**src/design/rhrb_pkg.sv**
```systemverilog
// Shared types and constants for the replay history ring buffer.
// No dependencies; used by rhrb_ctrl and replay_history_ring_buffer.
`timescale 1ns / 1ps

package rhrb_pkg;

    localparam int DEF_BUFFER_DEPTH   = 1024;
    localparam int DEF_SNAPSHOT_WIDTH = 64;

    // Fixed port field widths
    localparam int CMD_W  = 3;
    localparam int DATA_W = 64;
    localparam int MODE_W = 3;
    localparam int POS_W  = 10;
    localparam int FILL_W = 11;
    localparam int STEP_W = 4;

    // Stream word widths: data, mode, replay pos, write pos, fill, padded to bytes
    localparam int RES_BITS = DATA_W + MODE_W + POS_W + POS_W + FILL_W;
    localparam int OUT_TDATA_W = ((RES_BITS + 7) / 8) * 8;

    // Configuration port
    localparam int APB_ADDR_W = 3;
    localparam int APB_DATA_W = 32;
    localparam logic [0:0] REG_REWIND_STEPS = 1'b0;
    localparam logic [STEP_W-1:0] REWIND_STEPS_RESET = 4'd4;

    typedef enum logic [MODE_W-1:0] {
        MODE_START  = 3'd0,
        MODE_RECORD = 3'd1,
        MODE_REPLAY = 3'd2,
        MODE_STOP   = 3'd3,
        MODE_REWIND = 3'd4
    } t_mode;

    typedef enum logic [CMD_W-1:0] {
        CMD_STEP    = 3'd0,
        CMD_STOP    = 3'd1,
        CMD_REWIND  = 3'd2,
        CMD_REPLAY  = 3'd3,
        CMD_RECORD  = 3'd4,
        CMD_CLEAR   = 3'd5
    } t_cmd;

    typedef enum logic [1:0] {
        ST_IDLE,
        ST_EXEC,
        ST_REWIND,
        ST_RESULT
    } t_state;

    typedef struct packed {
        logic              replay_valid;
        logic [MODE_W-1:0] mode_now;
        logic [POS_W-1:0]  replay_position;
        logic [POS_W-1:0]  write_position;
        logic [FILL_W-1:0] fill_level;
    } t_result;

endpackage

```
**src/design/rhrb_ctrl.sv**
```systemverilog
// Pointer, count and mode sequencer; drives the history memory ports.
// Depends on rhrb_pkg.
`timescale 1ns / 1ps

module rhrb_ctrl #(
    parameter int DEPTH  = 1024,
    parameter int SNAP_W = 64,
    parameter int PW     = $clog2(DEPTH),
    parameter int CW     = $clog2(DEPTH + 1)
) (
    input  logic                         i_clk,
    input  logic                         i_rst_n,
    // input side
    input  logic                         i_in_valid,
    output logic                         o_in_ready,
    input  logic [rhrb_pkg::CMD_W-1:0]   i_cmd,
    input  logic [rhrb_pkg::DATA_W-1:0]  i_sample,
    input  logic [rhrb_pkg::STEP_W-1:0]  i_rewind_steps,
    // result side
    input  logic                         i_out_free,
    output logic                         o_done,
    output rhrb_pkg::t_result            o_result,
    output logic [rhrb_pkg::DATA_W-1:0]  o_data,
    // memory
    output logic                         o_wr_en,
    output logic [PW-1:0]                o_wr_addr,
    output logic [SNAP_W-1:0]            o_wr_data,
    output logic                         o_rd_en,
    output logic [PW-1:0]                o_rd_addr,
    input  logic [SNAP_W-1:0]            i_rd_data
);

    localparam logic [rhrb_pkg::STEP_W-1:0] STEP_ONE = 1;

    rhrb_pkg::t_state r_state, n_state;
    rhrb_pkg::t_mode  r_mode, n_mode;
    rhrb_pkg::t_cmd   r_cmd, n_cmd;
    logic [SNAP_W-1:0]               r_sample, n_sample;
    logic [PW-1:0]                   r_wr, n_wr;
    logic [PW-1:0]                   r_rp, n_rp;
    logic [CW-1:0]                   r_count, n_count;
    logic                            r_pending, n_pending;
    logic                            r_shown, n_shown;
    logic [rhrb_pkg::STEP_W-1:0]     r_cnt, n_cnt;

    logic [PW-1:0]   wp_next;
    logic [PW-1:0]   rp_next;
    logic [PW-1:0]   newest;
    logic [PW-1:0]   rw_p;
    rhrb_pkg::t_mode rw_mode;
    rhrb_pkg::t_mode tmp_mode;
    logic            is_step_rewind;

    function automatic logic [PW-1:0] wrap_up(input logic [PW-1:0] p);
        wrap_up = (p == PW'(DEPTH - 1)) ? '0 : p + 1'b1;
    endfunction

    assign wp_next = wrap_up(r_wr);
    assign rp_next = wrap_up(r_rp);
    assign newest  = (r_wr == '0) ? PW'(DEPTH - 1) : r_wr - 1'b1;

    // One backward move of the rewind walk
    always_comb begin
        rw_p    = r_rp;
        rw_mode = r_mode;
        if (r_rp == '0) begin
            if (r_count != CW'(DEPTH)) begin
                rw_mode = rhrb_pkg::MODE_STOP;
            end else begin
                rw_p = PW'(DEPTH - 1);
            end
        end else begin
            rw_p = r_rp - 1'b1;
        end
        if (rw_p == r_wr) begin
            rw_mode = rhrb_pkg::MODE_STOP;
            rw_p    = wrap_up(rw_p);
        end
    end

    assign is_step_rewind = (r_cmd == rhrb_pkg::CMD_STEP) &&
                            (r_mode == rhrb_pkg::MODE_REWIND) &&
                            (i_rewind_steps != '0);

    // Next state
    always_comb begin
        n_state = r_state;
        unique case (r_state)
            rhrb_pkg::ST_IDLE: begin
                if (i_in_valid) n_state = rhrb_pkg::ST_EXEC;
            end
            rhrb_pkg::ST_EXEC: begin
                n_state = is_step_rewind ? rhrb_pkg::ST_REWIND : rhrb_pkg::ST_RESULT;
            end
            rhrb_pkg::ST_REWIND: begin
                if (r_cnt == STEP_ONE) n_state = rhrb_pkg::ST_RESULT;
            end
            rhrb_pkg::ST_RESULT: begin
                if (i_out_free) n_state = rhrb_pkg::ST_IDLE;
            end
            default: n_state = rhrb_pkg::ST_IDLE;
        endcase
    end

    // Datapath and memory control
    always_comb begin
        n_mode    = r_mode;
        n_cmd     = r_cmd;
        n_sample  = r_sample;
        n_wr      = r_wr;
        n_rp      = r_rp;
        n_count   = r_count;
        n_pending = r_pending;
        n_shown   = r_shown;
        n_cnt     = r_cnt;
        o_wr_en   = 1'b0;
        o_wr_addr = r_wr;
        o_wr_data = r_sample;
        o_rd_en   = 1'b0;
        o_rd_addr = r_rp;
        tmp_mode  = r_mode;

        unique case (r_state)
            rhrb_pkg::ST_IDLE: begin
                if (i_in_valid) begin
                    n_cmd    = rhrb_pkg::t_cmd'(i_cmd);
                    n_sample = i_sample[SNAP_W-1:0];
                end
            end

            rhrb_pkg::ST_EXEC: begin
                n_shown = 1'b0;
                priority case (r_cmd)
                    rhrb_pkg::CMD_STEP: begin
                        priority case (r_mode)
                            rhrb_pkg::MODE_START, rhrb_pkg::MODE_RECORD: begin
                                o_wr_en = 1'b1;
                                if (r_count != CW'(DEPTH)) n_count = r_count + 1'b1;
                                n_wr = wp_next;
                                n_rp = wp_next;
                                tmp_mode = r_mode;
                                if (r_pending) begin
                                    tmp_mode  = rhrb_pkg::MODE_STOP;
                                    n_pending = 1'b0;
                                end
                                if (tmp_mode == rhrb_pkg::MODE_START) begin
                                    tmp_mode = rhrb_pkg::MODE_STOP;
                                end
                                n_mode = tmp_mode;
                            end
                            rhrb_pkg::MODE_REPLAY: begin
                                if (r_rp == r_wr) begin
                                    // caught up: pending single step survives
                                    n_mode = rhrb_pkg::MODE_RECORD;
                                end else begin
                                    n_rp      = rp_next;
                                    o_rd_en   = 1'b1;
                                    o_rd_addr = rp_next;
                                    n_shown   = 1'b1;
                                    if (rp_next == newest) n_mode = rhrb_pkg::MODE_RECORD;
                                    if (r_pending) begin
                                        n_mode    = rhrb_pkg::MODE_STOP;
                                        n_pending = 1'b0;
                                    end
                                end
                            end
                            rhrb_pkg::MODE_REWIND: begin
                                n_shown = 1'b1;
                                n_cnt   = i_rewind_steps;
                                if (i_rewind_steps == '0) begin
                                    o_rd_en = 1'b1;
                                    if (r_pending) begin
                                        n_mode    = rhrb_pkg::MODE_STOP;
                                        n_pending = 1'b0;
                                    end
                                end
                            end
                            default: begin
                                if (r_pending) begin
                                    n_mode    = rhrb_pkg::MODE_STOP;
                                    n_pending = 1'b0;
                                end
                            end
                        endcase
                    end
                    rhrb_pkg::CMD_STOP: begin
                        if (r_mode == rhrb_pkg::MODE_STOP) begin
                            n_pending = 1'b1;
                            n_mode = (r_rp == r_wr) ? rhrb_pkg::MODE_RECORD
                                                    : rhrb_pkg::MODE_REPLAY;
                        end else begin
                            n_mode = rhrb_pkg::MODE_STOP;
                        end
                    end
                    rhrb_pkg::CMD_REWIND: n_mode = rhrb_pkg::MODE_REWIND;
                    rhrb_pkg::CMD_REPLAY: n_mode = rhrb_pkg::MODE_REPLAY;
                    rhrb_pkg::CMD_RECORD: n_mode = rhrb_pkg::MODE_RECORD;
                    rhrb_pkg::CMD_CLEAR: begin
                        n_wr      = '0;
                        n_rp      = '0;
                        n_count   = '0;
                        n_mode    = rhrb_pkg::MODE_START;
                        n_pending = 1'b0;
                    end
                    default: ;
                endcase
            end

            rhrb_pkg::ST_REWIND: begin
                n_rp  = rw_p;
                n_cnt = r_cnt - 1'b1;
                tmp_mode = rw_mode;
                if (r_cnt == STEP_ONE) begin
                    o_rd_en   = 1'b1;
                    o_rd_addr = rw_p;
                    if (r_pending) begin
                        tmp_mode  = rhrb_pkg::MODE_STOP;
                        n_pending = 1'b0;
                    end
                end
                n_mode = tmp_mode;
            end

            rhrb_pkg::ST_RESULT: ;

            default: ;
        endcase
    end

    always_ff @(posedge i_clk) begin
        if (!i_rst_n) begin
            r_state   <= rhrb_pkg::ST_IDLE;
            r_mode    <= rhrb_pkg::MODE_START;
            r_wr      <= '0;
            r_rp      <= '0;
            r_count   <= '0;
            r_pending <= 1'b0;
            r_shown   <= 1'b0;
        end else begin
            r_state   <= n_state;
            r_mode    <= n_mode;
            r_wr      <= n_wr;
            r_rp      <= n_rp;
            r_count   <= n_count;
            r_pending <= n_pending;
            r_shown   <= n_shown;
        end
    end

    always_ff @(posedge i_clk) begin
        r_cmd    <= n_cmd;
        r_sample <= n_sample;
        r_cnt    <= n_cnt;
    end

    assign o_in_ready = (r_state == rhrb_pkg::ST_IDLE);
    assign o_done     = (r_state == rhrb_pkg::ST_RESULT);

    assign o_result.replay_valid    = r_shown;
    assign o_result.mode_now        = r_mode;
    assign o_result.replay_position = rhrb_pkg::POS_W'(r_rp);
    assign o_result.write_position  = rhrb_pkg::POS_W'(r_wr);
    assign o_result.fill_level      = rhrb_pkg::FILL_W'(r_count);

    // memory data is valid in RESULT, the cycle after the read was issued
    assign o_data = r_shown ? rhrb_pkg::DATA_W'(i_rd_data) : '0;

endmodule

```
**config.mk**
```make
export PLATFORM = sky130hd
export DESIGN_NAME = rhrb_ctrl
export DESIGN_NICKNAME = d
export VERILOG_FILES = /design/src/design/rhrb_pkg.sv /design/src/design/rhrb_ctrl.sv
export SDC_FILE = /design/constraint.sdc
export NUM_CORES = 1
export LEC_CHECK = 0
export BUFFER_PORTS_ARGS = -buffer_cell sky130_fd_sc_hd__buf_4
export CAP_MARGIN = 20
export CORE_ASPECT_RATIO = 0.6
export CORE_MARGIN = 2
export CORE_UTILIZATION = 34
export DETAILED_ROUTE_END_ITERATION = 6
export HOLD_SLACK_MARGIN = 0.06
export PLACE_DENSITY = 0.57
export SYNTH_ARGS = -nofsm -noshare
export SYNTH_HDL_FRONTEND = slang
export SYNTH_SLANG_ARGS = --single-unit
```
**constraint.sdc**
```tcl
create_clock -name i_clk -period 4.6 [get_ports i_clk]
set_input_delay 0.69 -clock i_clk [delete_from_list [all_inputs] [get_ports i_clk]]
set_output_delay 0.69 -clock i_clk [all_outputs]
set_load 0.01 [all_outputs]
```
==> key figures <==
Status
  • Status: complete, no violations

Finish
  • Design Area, Final: 10500 µm²
  • Nets@finish: 1293
  • Antenna Cells: 0
  • Finished Layout Cells: 1425
  • P&R area growth vs syn: 43.3%
  • Leading cell types in the layout, fill and taps excluded: 371 x buf_4, 71 x edfxtp_1, 68 x and2_1, 61 x nand2_1, 59 x nor2_1
  • Most common cell after layout, fill and taps aside: buf_4
  • Share of cells above drive strength 1: 36.7%

Critical path
  • FF-to-FF End: r_mode[1]
  • Critical Path AT: 3820 ps
  • Nature of the critical path endpoint: output port
  • Largest fanout on the critical path: 12
  • FF-to-FF Start: o_wr_addr[0]
  • CP Data Required Time: 3910 ps
  • Reg2reg path depth: 10
  • Crit path launch type: flop
  • CP Class: flop to output port
  • R2R setup slack: 540 ps

Logic synthesis
  • Mapped Nets: 981
  • Top cells by area, synth: edfxtp_1 29%, dfxtp_1 10%, and2_1 5.9%
  • Syn Area/Cell: 8.83 µm²
  • Synthesis-stage register bit count: 109
  • Distinct cells, synth: 77
  • Top FF cell, synth: edfxtp_1
  • Sequential area share after synthesis: 39.5%
  • Mapped Cells: 829
  • FFs w/ async S/R, synth: 0%
  • Synth Cell Area: 7320 µm²
  • Cell taking the most area after synthesis: edfxtp_1
  • Share of the synthesized area in the top cell type: 29.1%
  • EDFF count, synth: 71
  • Synth warn: 0

Drt
  • DR pass1 iterations: 5
  • Routed vias/inst: 5.60
  • Final antenna-violating net count: 0
  • Drt total wl: 32400 µm
  • Initial DRC count: 803
  • DRC viols: 0
  • Average routed wire per standard cell: 22.7 µm
  • Vias post-DR: 7978

Power
  • Worst vdd rail ir drop: 0.192 mV
  • Power per cell area: 480 nW/µm²
  • Leak: 0.00439 µW

Placed design
  • Routability congestion estimate: 0.960
  • Number of cells after detailed placement: 1406
  • Final HPWL from detailed placement: 25600 µm
  • Dpl ws: 268 ps
  • IO Port Bufs: 325
  • Placed Area: 10100 µm²

Timing
  • Final Hold Fails: 0
  • Final setup viols: 0
  • Relative slew slack: 35.4%
  • Fin crit share: 98.0%
  • Worst Clk Skew: 9.24 ps
  • Final min period: 4510 ps
  • Setup TNS: 0 ps
  • WHS: 511 ps
  • Post-route setup slack: 91.9 ps
  • Fmax: 0.222 GHz
  • Worst slew pin tran: 962 ps
  • Max Slew Vio Count: 0

GRT
  • Global Route met3 Usage: 6.62%
  • GR peak layer: met2
  • Vias in the first global route: 7357
  • Initial antenna violation count: 1
  • First-pass GRT wire length: 47800 µm
  • Gr usage total: 27.3%
  • GR Util met2: 40.8%
  • Met1 Use GR: 40.7%
  • Largest net degree at the start of global routing: 66
  • Grt total ovfl: 0

Hold path
  • Worst hold stages: 1
  • Worst Hold Class: input port to flop
  • Hold Startpoint: i_sample[55]
  • End of the worst hold path: o_wr_data[55]

Floorplan
  • I/O pin count: 326
  • Die area: 22800 µm²
  • CORE AREA: 21100 µm²
  • Die Width: 193 µm
  • Rows: 41
  • Initial Utilization: 34.7%
  • Die Ht: 118 µm

Clocking
  • Worst-skew pair later-pin latency: 350 ps
  • CTS Root Cell: clkbuf_16
  • Clock H-tree levels: 3
  • Hold buffers post-CTS: 0
  • Num CTS Buffers: 9
  • CTS max path bufs: 2
  • Clock Sinks: 109
  • CTS tree: done
  • Clk pin slew, worst setup/hold paths: 80 ps

Run
  • Max-cap violation count: 0
synth_stat cells (5+ instances only):
cell,n
nand3_1,34
inv_1,23
nand2b_1,8
nor4_1,11
o31ai_1,11
ha_1,13
nand4_1,10
a211oi_1,7
o21ai_0,54
buf_2,6
and2_1,69
a31oi_1,12
dfxtp_1,38
buf_1,7
buf_6,5
and4_1,6
or3_1,17
edfxtp_1,71
and3_1,6
o22ai_1,6
xnor2_1,33
nor2_1,59
nor3_1,23
buf_4,11
nand2_1,61
clkbuf_1,42
o21a_1,6
mux2i_1,7
a21oi_1,45
o211ai_1,9
or4_1,7
o221ai_1,6
xor2_1,20
worst max-delay path: stages (launching register included):
cell	delay, ps
dfxtp_1	330
inv_1	170
ha_4	230
or4b_4	580
o31a_1	300
nand2b_1	100
o2111ai_1	220
a2111o_2	560
nor4_2	340
buf_4	190
xor2_1	150
o221ai_1	130
buf_4	180
stage by stage:
step           power, µW  utilization, %
2_1_floorplan       2980               -
3_3_place_gp        4040            47.8
3_5_place_dp        4020            47.8
4_1_cts             4880            49.4
5_1_grt             5280            49.7
6_report            5030            49.7
state kept, by name, summed over array words and instances, names as in the netlist:
register / flops
r_mode: 3
o_wr_data: 64
r_rp: 10
r_cnt: 4
o_wr_addr: 10
r_pending: 1
r_cmd: 3
r_state: 2
r_shown: 1
r_count: 11
where the power goes:
part           internal, µW  switching, µW
Clock                   443            402
Combinational          1040           1710
Sequential             1300            137
Total                  2780           2250
how the worst max path moves through the flow:
stage / slack, ps / end / startpoint / cells past startpoint
CTS: 50 / o_rd_addr[7] / r_rp[0] / 11
detailed placement: 270 / o_rd_addr[7] / r_rp[0] / 11
global route: -10 / o_rd_addr[7] / r_rp[0] / 11
finish: 90 / o_rd_addr[8] / r_rp[0] / 12
floorplan: 430 / o_rd_addr[1] / r_rp[0] / 14
global placement: 340 / o_rd_addr[7] / r_rp[0] / 11
layout make-up:
| cell class | instances | area [µm²] |
|---|---|---|
| tap | 279 | 349 |
| clock buffer | 9 | 225 |
| timing repair buffer | 371 | 2790 |
| sequential | 109 | 2900 |
| fill | 2059 | 10600 |
| multi-input combinational | 624 | 4040 |
| inverter | 26 | 97.6 |
| clock inverter | 7 | 97.6 |
per-layer routing:
layer | wire [µm] | up-vias
met5 | 0 | -
met3 | 3310 | 27
met2 | 14200 | 461
li1 | - | 3660
met1 | 14600 | 3830
met4 | 331 | 0
cell families after synthesis:
logic type                 synth area share, %
buffers and inverters                     6.15
xor gates and xnor gates                  6.34
adders and majority gates                 2.22
muxes                                     1.42
DFF                                       39.5
and+or+nand+nor                           25.7
AOI/OAI and AO/OA                         18.7
timing repair:
action,CTS,global route
pin swaps,0,1
gates resized for setup,2,11
buffers inserted,0,2
gates cloned,0,1
endpoints found under the setup margin,5,9
No activity file was read; power rests on OpenSTA's default activity.
